### src/hdl/lbpr_pkg.sv
// shared types and constants for the led blink and pwm ramp unit
package lbpr_pkg;

  localparam int LED_PATTERN_W = 8;
  localparam int DUTY_W        = 8;
  localparam int DUTY_OUTS     = 3;
  localparam int BLINK_CNT_W   = 16;
  localparam int RAMP_CNT_W    = 8;
  localparam int CFG_INDEX_W   = 2;
  localparam int CFG_DATA_W    = 16;

  localparam logic [15:0] BLINK_PERIOD_RST  = 16'd500;
  localparam logic [7:0]  RAMP_INTERVAL_RST = 8'd8;

  typedef enum logic [CFG_INDEX_W-1:0] {
    CFG_BLINK_PERIOD  = 2'd0,
    CFG_RAMP_INTERVAL = 2'd1
  } cfg_index_t;

  typedef enum logic [1:0] {
    OP_TICK   = 2'd0,
    OP_LED    = 2'd1,
    OP_TARGET = 2'd2
  } op_t;

  typedef enum logic [1:0] {
    LED_ON     = 2'd0,
    LED_OFF    = 2'd1,
    LED_TOGGLE = 2'd2,
    LED_BLINK  = 2'd3
  } led_mode_t;

  typedef struct packed {
    logic [1:0] operation;
    logic [2:0] led_index;
    logic [1:0] led_mode;
    logic [1:0] channel;
    logic [7:0] target_value;
  } in_t;

  typedef struct packed {
    logic [7:0] led_pattern;
    logic [7:0] duty_a;
    logic [7:0] duty_b;
    logic [7:0] duty_c;
  } out_t;

endpackage

### src/hdl/led_blink_and_pwm_ramp_unit.sv
// top level of the led blink and pwm ramp unit
//
// Input channel in_valid/in_ready/in_data carries one command per transfer:
// a tick, an led command (on, off, toggle, blink) or a duty target write.
// Every accepted command gives exactly one result on out_valid/out_ready/
// out_data: the led pattern and the three ramped duties after the update.
// The result is registered: it is valid in the cycle after the input
// transfer. The unit takes one item per cycle while out_ready is high;
// the state update is a single level of counter compares and one-step
// duty moves ahead of the result register.
// in_ready stays high while the result register is empty or being drained,
// so a new item is taken in the same cycle a waiting result is transferred.
// When the receiver stalls, the result holds and in_ready drops until it
// is taken.
// cfg_we/cfg_index/cfg_wdata write blink_period (index 0) or
// ramp_interval (index 1), one per write; write them only while the unit is idle.
// Synchronous reset clears the leds, blink mask, counters and duties and
// loads blink_period 500 and ramp_interval 8; no result is pending after it.
module led_blink_and_pwm_ramp_unit #(
  parameter int LED_COUNT     = 8,
  parameter int RAMP_CHANNELS = 3
) (
  input  logic                              clk,
  input  logic                              rst_n,
  input  logic                              cfg_we,
  input  logic [lbpr_pkg::CFG_INDEX_W-1:0]  cfg_index,
  input  logic [lbpr_pkg::CFG_DATA_W-1:0]   cfg_wdata,
  input  logic                              in_valid,
  output logic                              in_ready,
  input  lbpr_pkg::in_t                     in_data,
  output logic                              out_valid,
  input  logic                              out_ready,
  output lbpr_pkg::out_t                    out_data
);

  logic           in_fire;
  logic           out_valid_r, out_valid_nxt;
  lbpr_pkg::out_t out_data_r;
  lbpr_pkg::out_t res_nxt;

  assign in_ready = !out_valid_r || out_ready;
  assign in_fire  = in_valid && in_ready;

  lbpr_core #(
    .LED_COUNT     (LED_COUNT),
    .RAMP_CHANNELS (RAMP_CHANNELS)
  ) u_core (
    .clk       (clk),
    .rst_n     (rst_n),
    .cfg_we    (cfg_we),
    .cfg_index (cfg_index),
    .cfg_wdata (cfg_wdata),
    .in_fire   (in_fire),
    .in_data   (in_data),
    .res_nxt   (res_nxt)
  );

  always_comb begin
    out_valid_nxt = out_valid_r;
    if (in_fire) begin
      out_valid_nxt = 1'b1;
    end else if (out_ready) begin
      out_valid_nxt = 1'b0;
    end
  end

  always_ff @(posedge clk) begin
    if (!rst_n) begin
      out_valid_r <= 1'b0;
    end else begin
      out_valid_r <= out_valid_nxt;
    end
  end

  always_ff @(posedge clk) begin
    if (in_fire) begin
      out_data_r <= res_nxt;
    end
  end

  assign out_valid = out_valid_r;
  assign out_data  = out_data_r;

  a_result_follows: assert property (@(posedge clk) disable iff (!rst_n)
    in_fire |=> out_valid_r)
    else $error("transfer in gave no result");

  a_no_drop: assert property (@(posedge clk) disable iff (!rst_n)
    out_valid_r && !out_ready |-> !in_fire)
    else $error("input taken over a pending result");

  a_drain: assert property (@(posedge clk) disable iff (!rst_n)
    out_valid_r && out_ready && !in_fire |=> !out_valid_r)
    else $error("result repeated after transfer");

endmodule

### src/hdl/lbpr_core.sv
// state registers, configuration registers and per-item update logic
module lbpr_core #(
  parameter int LED_COUNT     = 8,
  parameter int RAMP_CHANNELS = 3
) (
  input  logic                                   clk,
  input  logic                                   rst_n,
  input  logic                                   cfg_we,
  input  logic [lbpr_pkg::CFG_INDEX_W-1:0]       cfg_index,
  input  logic [lbpr_pkg::CFG_DATA_W-1:0]        cfg_wdata,
  input  logic                                   in_fire,
  input  lbpr_pkg::in_t                          in_data,
  output lbpr_pkg::out_t                         res_nxt
);

  logic [15:0]                            blink_period_r;
  logic [7:0]                             ramp_interval_r;
  logic [LED_COUNT-1:0]                   led_r, led_nxt;
  logic [LED_COUNT-1:0]                   mask_r, mask_nxt;
  logic [lbpr_pkg::BLINK_CNT_W-1:0]       blink_cnt_r, blink_cnt_nxt;
  logic [lbpr_pkg::RAMP_CNT_W-1:0]        ramp_cnt_r, ramp_cnt_nxt;
  logic [lbpr_pkg::DUTY_W-1:0]            duty_now_r [RAMP_CHANNELS];
  logic [lbpr_pkg::DUTY_W-1:0]            duty_now_nxt [RAMP_CHANNELS];
  logic [lbpr_pkg::DUTY_W-1:0]            duty_tgt_r [RAMP_CHANNELS];
  logic [lbpr_pkg::DUTY_W-1:0]            duty_tgt_nxt [RAMP_CHANNELS];

  logic [lbpr_pkg::BLINK_CNT_W-1:0]       blink_inc;
  logic                                   ramp_step;
  logic [LED_COUNT-1:0]                   led_bit;
  logic                                   led_in_range;
  logic [lbpr_pkg::LED_PATTERN_W-1:0]     led_pat;
  logic [lbpr_pkg::DUTY_W-1:0]            duty_out [lbpr_pkg::DUTY_OUTS];

  assign blink_inc    = blink_cnt_r + lbpr_pkg::BLINK_CNT_W'(1);
  assign ramp_step    = (ramp_cnt_r >= ramp_interval_r);
  assign led_bit      = LED_COUNT'(1) << in_data.led_index;
  assign led_in_range = (int'(in_data.led_index) < LED_COUNT);

  always_comb begin
    led_nxt       = led_r;
    mask_nxt      = mask_r;
    blink_cnt_nxt = blink_cnt_r;
    ramp_cnt_nxt  = ramp_cnt_r;
    duty_now_nxt  = duty_now_r;
    duty_tgt_nxt  = duty_tgt_r;
    unique case (in_data.operation)
      lbpr_pkg::OP_TICK: begin
        if (blink_inc == blink_period_r) begin
          led_nxt       = led_r ^ mask_r;
          blink_cnt_nxt = '0;
        end else begin
          blink_cnt_nxt = blink_inc;
        end
        if (ramp_step) begin
          ramp_cnt_nxt = lbpr_pkg::RAMP_CNT_W'(1);
          for (int c = 0; c < RAMP_CHANNELS; c++) begin
            if (duty_tgt_r[c] > duty_now_r[c]) begin
              duty_now_nxt[c] = duty_now_r[c] + lbpr_pkg::DUTY_W'(1);
            end else if (duty_tgt_r[c] < duty_now_r[c]) begin
              duty_now_nxt[c] = duty_now_r[c] - lbpr_pkg::DUTY_W'(1);
            end
          end
        end else begin
          ramp_cnt_nxt = ramp_cnt_r + lbpr_pkg::RAMP_CNT_W'(1);
        end
      end
      lbpr_pkg::OP_LED: begin
        if (led_in_range) begin
          unique case (lbpr_pkg::led_mode_t'(in_data.led_mode))
            lbpr_pkg::LED_ON: begin
              led_nxt  = led_r | led_bit;
              mask_nxt = mask_r & ~led_bit;
            end
            lbpr_pkg::LED_OFF: begin
              led_nxt  = led_r & ~led_bit;
              mask_nxt = mask_r & ~led_bit;
            end
            lbpr_pkg::LED_TOGGLE: begin
              led_nxt = led_r ^ led_bit;
            end
            lbpr_pkg::LED_BLINK: begin
              mask_nxt = mask_r | led_bit;
            end
          endcase
        end
      end
      lbpr_pkg::OP_TARGET: begin
        for (int c = 0; c < RAMP_CHANNELS; c++) begin
          if (int'(in_data.channel) == c) begin
            duty_tgt_nxt[c] = in_data.target_value;
          end
        end
      end
      default: begin
      end
    endcase
  end

  always_ff @(posedge clk) begin
    if (!rst_n) begin
      blink_period_r  <= lbpr_pkg::BLINK_PERIOD_RST;
      ramp_interval_r <= lbpr_pkg::RAMP_INTERVAL_RST;
    end else if (cfg_we) begin
      unique case (cfg_index)
        lbpr_pkg::CFG_BLINK_PERIOD:  blink_period_r  <= cfg_wdata[15:0];
        lbpr_pkg::CFG_RAMP_INTERVAL: ramp_interval_r <= cfg_wdata[7:0];
        default: begin
        end
      endcase
    end
  end

  always_ff @(posedge clk) begin
    if (!rst_n) begin
      led_r       <= '0;
      mask_r      <= '0;
      blink_cnt_r <= '0;
      ramp_cnt_r  <= '0;
      for (int c = 0; c < RAMP_CHANNELS; c++) begin
        duty_now_r[c] <= '0;
        duty_tgt_r[c] <= '0;
      end
    end else if (in_fire) begin
      led_r       <= led_nxt;
      mask_r      <= mask_nxt;
      blink_cnt_r <= blink_cnt_nxt;
      ramp_cnt_r  <= ramp_cnt_nxt;
      duty_now_r  <= duty_now_nxt;
      duty_tgt_r  <= duty_tgt_nxt;
    end
  end

  // result view taken after this item's update
  if (LED_COUNT >= lbpr_pkg::LED_PATTERN_W) begin : g_led_wide
    assign led_pat = led_nxt[lbpr_pkg::LED_PATTERN_W-1:0];
  end else begin : g_led_narrow
    assign led_pat = {{(lbpr_pkg::LED_PATTERN_W-LED_COUNT){1'b0}}, led_nxt};
  end

  for (genvar k = 0; k < lbpr_pkg::DUTY_OUTS; k++) begin : g_duty
    if (k < RAMP_CHANNELS) begin : g_present
      assign duty_out[k] = duty_now_nxt[k];
    end else begin : g_absent
      assign duty_out[k] = '0;
    end
  end

  assign res_nxt.led_pattern = led_pat;
  assign res_nxt.duty_a      = duty_out[0];
  assign res_nxt.duty_b      = duty_out[1];
  assign res_nxt.duty_c      = duty_out[2];

  a_cnt_hold: assert property (@(posedge clk) disable iff (!rst_n)
    !(in_fire && in_data.operation == lbpr_pkg::OP_TICK) |=> $stable(blink_cnt_r)
                                                            && $stable(ramp_cnt_r))
    else $error("counters moved without a tick");

  a_ramp_restart: assert property (@(posedge clk) disable iff (!rst_n)
    in_fire && in_data.operation == lbpr_pkg::OP_TICK && ramp_step
      |=> ramp_cnt_r == lbpr_pkg::RAMP_CNT_W'(1))
    else $error("ramp divider did not restart");

  a_duty_hold: assert property (@(posedge clk) disable iff (!rst_n)
    !(in_fire && in_data.operation == lbpr_pkg::OP_TICK && ramp_step)
      |=> $stable(duty_now_r[0]))
    else $error("duty changed outside a ramp step");

  a_mask_hold: assert property (@(posedge clk) disable iff (!rst_n)
    !(in_fire && in_data.operation == lbpr_pkg::OP_LED) |=> $stable(mask_r))
    else $error("blink mask changed without an led command");

endmodule

### config.mk
export PLATFORM = sky130hd
export DESIGN_NAME = led_blink_and_pwm_ramp_unit
export DESIGN_NICKNAME = d
export VERILOG_FILES = /design/src/hdl/lbpr_pkg.sv /design/src/hdl/led_blink_and_pwm_ramp_unit.sv /design/src/hdl/lbpr_core.sv
export SDC_FILE = /design/constraint.sdc
export NUM_CORES = 1
export LEC_CHECK = 0
export ABC_AREA = 1
export BUFFER_PORTS_ARGS = -buffer_cell sky130_fd_sc_hd__buf_2
export CORE_UTILIZATION = 54
export DETAILED_ROUTE_END_ITERATION = 16
export PLACE_DENSITY = 0.76
export SKIP_LAST_GASP = 1
export SLEW_MARGIN = 30
export SYNTH_ARGS = -nofsm -noshare
export SYNTH_HDL_FRONTEND = slang
export SYNTH_SLANG_ARGS = --single-unit
### constraint.sdc
create_clock -name clk -period 1.92 [get_ports clk]
set_input_delay 0.288 -clock clk [delete_from_list [all_inputs] [get_ports clk]]
set_output_delay 0.288 -clock clk [all_outputs]
set_load 0.05 [all_outputs]
==> results_dict.tcl <==
set metrics [dict create \
    tightest_slew_ns 0.5632 \
    globalplace.congestion 0.8845 \
    met2_usage_pct 54.85 \
    cts_sinks 145 \
    dieWidth_um 127.1 \
    io_pins 74 \
    layout-drive-gt1-share_pct 42.39 \
    synth.avg_cell_area_um2 7.366 \
    final_nets 1470 \
    grt_pass1_wl_mm 40.21 \
    crit_arrival_ns 2.67 \
    hold_viol 0 \
    syn_to_final_growth_pct 44.86 \
    cp_slowest_cell "dfxtp_2" \
    synth_warnings 0 \
    setup_viol 83 \
    fin_worst_skew_ns 0.009541 \
    routedWlPerCell_um 18.28 \
    cp-end-kind "register" \
    finalPower_mw 9.333 \
    die-height_um 127.1 \
    crit_path_frequent_cell "nand2_1" \
    max-cap-violations 0 \
    drc_errors 0 \
    required_ns 2.26 \
    num_rows 45 \
    port-buffer-count 73 \
    ctsRootBufferMaster "clkbuf_16" \
    place_hpwl_mm 16.08 \
    fin_crit_ns 2.336 \
    cp.depth 15 \
    vias_per_cell 5.845 \
    ir_drop_mv 0.7381 \
    synth_top_area_share_pct 26.75 \
    setup_ws_ns -0.4158 \
    power.leakage_nw 5.443 \
    drtAntennaViolNets 0 \
    crit_type "register to register" \
    reg2reg_depth 15 \
    num-fill-cells 854 \
    critPathBufInv 3 \
    holdPathStages 3 \
    synth_flop_cell "dfxtp_1" \
    timing.final.crit_share_pct 121.7 \
    synthCells 1148 \
    firstDrtPassIters 6 \
    route.vias.total 9341 \
    place_worst_setup_slack_ns -0.3248 \
    gr-usage-met1_pct 38.05 \
    ys_top_cells_by_area "dfxtp_1 (27%), edfxtp_1 (11%), nand2_1 (10%)" \
    synth_edf_count 32 \
    syn_nets 1244 \
    fin_hold_ws_ns 0.06693 \
    clk_pin_slew_ns 0.06 \
    track_usage_pct 31.63 \
    cts_buffer_depth 2 \
    htree_levels 4 \
    syn_area_um2 8456 \
    fmax_mhz 428.1 \
    dieArea_um2 16160 \
    overflow 0 \
    hp-class "input pin to register" \
    finalSetupTns_ns -17.24 \
    report.final.slew_viol_count 0 \
    num_antenna_cells 0 \
    grt_start_max_net_pins 38 \
    grt_pass1_vias 8550 \
    dp.cells 1522 \
    relSlewSlack_pct 62.17 \
    status "complete, but fails checks" \
    cpLargestDelayFamily "simple AND/OR/NAND/NOR gates" \
    synth.most_common_cell "nand2_1" \
    wl_mm 29.21 \
    first_iter_violations 942 \
    ys_types 45 \
    start_kind "register" \
    synth-seq-area-share_pct 38.12 \
    busiest_layer "met2" \
    cp_max_fo 3 \
    clk_latency_ns 0.45 \
    slowest_delay_ns 0.37 \
    crit_chain "inv_1, ha_4, a21oi_2, o21a_1, nand2_2, inv_4, nand3_2, nor2_1, nand2_1, o21ai_2, nand2_1, nand2_2, nand3_2, nand2_1, inv_1" \
    async_flop_share_pct 0 \
    numCtsBuffers 17 \
    yosys-top-cells-count "nand2_1 (225), inv_1 (162), dfxtp_1 (113), a21oi_1 (101), o21ai_0 (100)" \
    rsz0062_at_grt "true" \
    synth_top_area_cell "dfxtp_1" \
    initial_core_util_pct 55.42 \
    core_um2 15260 \
    antenna_found_initial 0 \
    failed_checks "negative setup slack" \
    power_density_nw_per_um2 762.0 \
    final_cells 1598 \
    cts_tree "built" \
    synth.ff_latch_count 145 \
    use_met3_pct 5.695 \
]
==> logic make-up after synthesis <==
group	Yosys count	share of synthesized area [%]
xor gates and xnor gates	29	3.463
buffers and inverters	202	9.367
adders and majority gates	56	8.286
AOI/OAI and AO/OA	237	15.40
DFF	145	38.12
and+or+nand+nor	479	25.36
==> flip-flops by register name (all words and copies together), names as in the netlist, named ones only <==
name and flops:
u_core.blink_period_r 16, out_data 32, u_core.led_r 8, u_core.blink_cnt_r 16, u_core.ramp_interval_r 8, u_core.ramp_cnt_r 8
out_valid 1, u_core.duty_now_r 24, u_core.duty_tgt_r 24
==> layout make-up <==
cell class / instances / area [um2] / share of cell area, %
Multi-Input combinational cell: 802 / 5650 / 46.13
Sequential cell: 145 / 3276 / 26.74
Timing Repair Buffer: 241 / 1785 / 14.58
Inverter: 167 / 639.4 / 5.220
Clock buffer: 19 / 464.2 / 3.790
Tap cell: 211 / 264.0 / 2.155
Clock inverter: 13 / 170.2 / 1.389
==> stage by stage <==
stage	area [um2]	util, %
after CTS	11500	75.38
after global routing	12250	80.28
after detailed placement	9972	65.35
after global placement	9972	65.35
after floorplan	8534	-
final	12250	80.28
==> layer usage <==
metal / up-vias / routed length [um]
met3: 141 / 2257
met2: 551 / 14330
met4: 0 / 1372
met1: 4378 / 11250
met5: - / 0
li1: 4271 / -
==> worst register-to-register path, stage by stage (launching register included) <==
cell and delay (ns):
dfxtp_2 0.37, inv_1 0.09, ha_4 0.24, a21oi_2 0.18
o21a_1 0.16, nand2_2 0.10, inv_4 0.09, nand3_2 0.09
nor2_1 0.12, nand2_1 0.12, o21ai_2 0.21, nand2_1 0.11
nand2_2 0.10, nand3_2 0.07, nand2_1 0.11, inv_1 0.06
==> cell usage in the layout, fill, tap and decap left out, types with 7 or more instances in the layout <==
master	count
nand3_2	29
o21ai_2	8
o21ai_4	8
nand2_4	15
inv_2	37
xnor2_1	9
buf_6	17
nor2_1	86
o311ai_0	8
edfxtp_1	32
dfxtp_1	73
o21ai_1	19
buf_12	7
ha_1	32
a21oi_2	25
nor2_4	12
buf_4	143
o21ai_0	65
inv_1	125
ha_4	23
clkbuf_16	18
a21oi_1	72
nand3_1	55
buf_2	73
nand2_2	71
nand4_1	38
o211ai_1	10
xor2_1	7
nand2_1	145
dfxtp_2	39
xor2_2	11
==> repair_timing <==
action | 4_1_cts | 5_1_grt
setup endpoints to repair | 86 | 86
setup buffers | 21 | 25
hold buffers | 0 | 0
gates cloned | 3 | 0
pin swaps | 68 | 110
resized for setup | 173 | 188
==> path summary, 6_finish.rpt <==
kind | start | endpoint | slack (ns)
worst max-delay path | u_core.duty_now_r[23] | u_core.duty_now_r[23] | -0.42
worst min-delay path | cfg_wdata[11] | u_core.blink_period_r[11] | 0.07
worst max register to register | u_core.duty_now_r[23] | u_core.duty_now_r[23] | -0.42
worst min register to register | register | register | 0.46
==> power by group <==
group / internal (mW) / total (mW) / switching (mW)
Clock: 2.18 / 3.64 / 1.46
Combinational: 0.838 / 2.30 / 1.46
Sequential: 3.30 / 3.40 / 0.103
Total: 6.31 / 9.33 / 3.02
No activity file was read; power rests on OpenSTA's default activity.
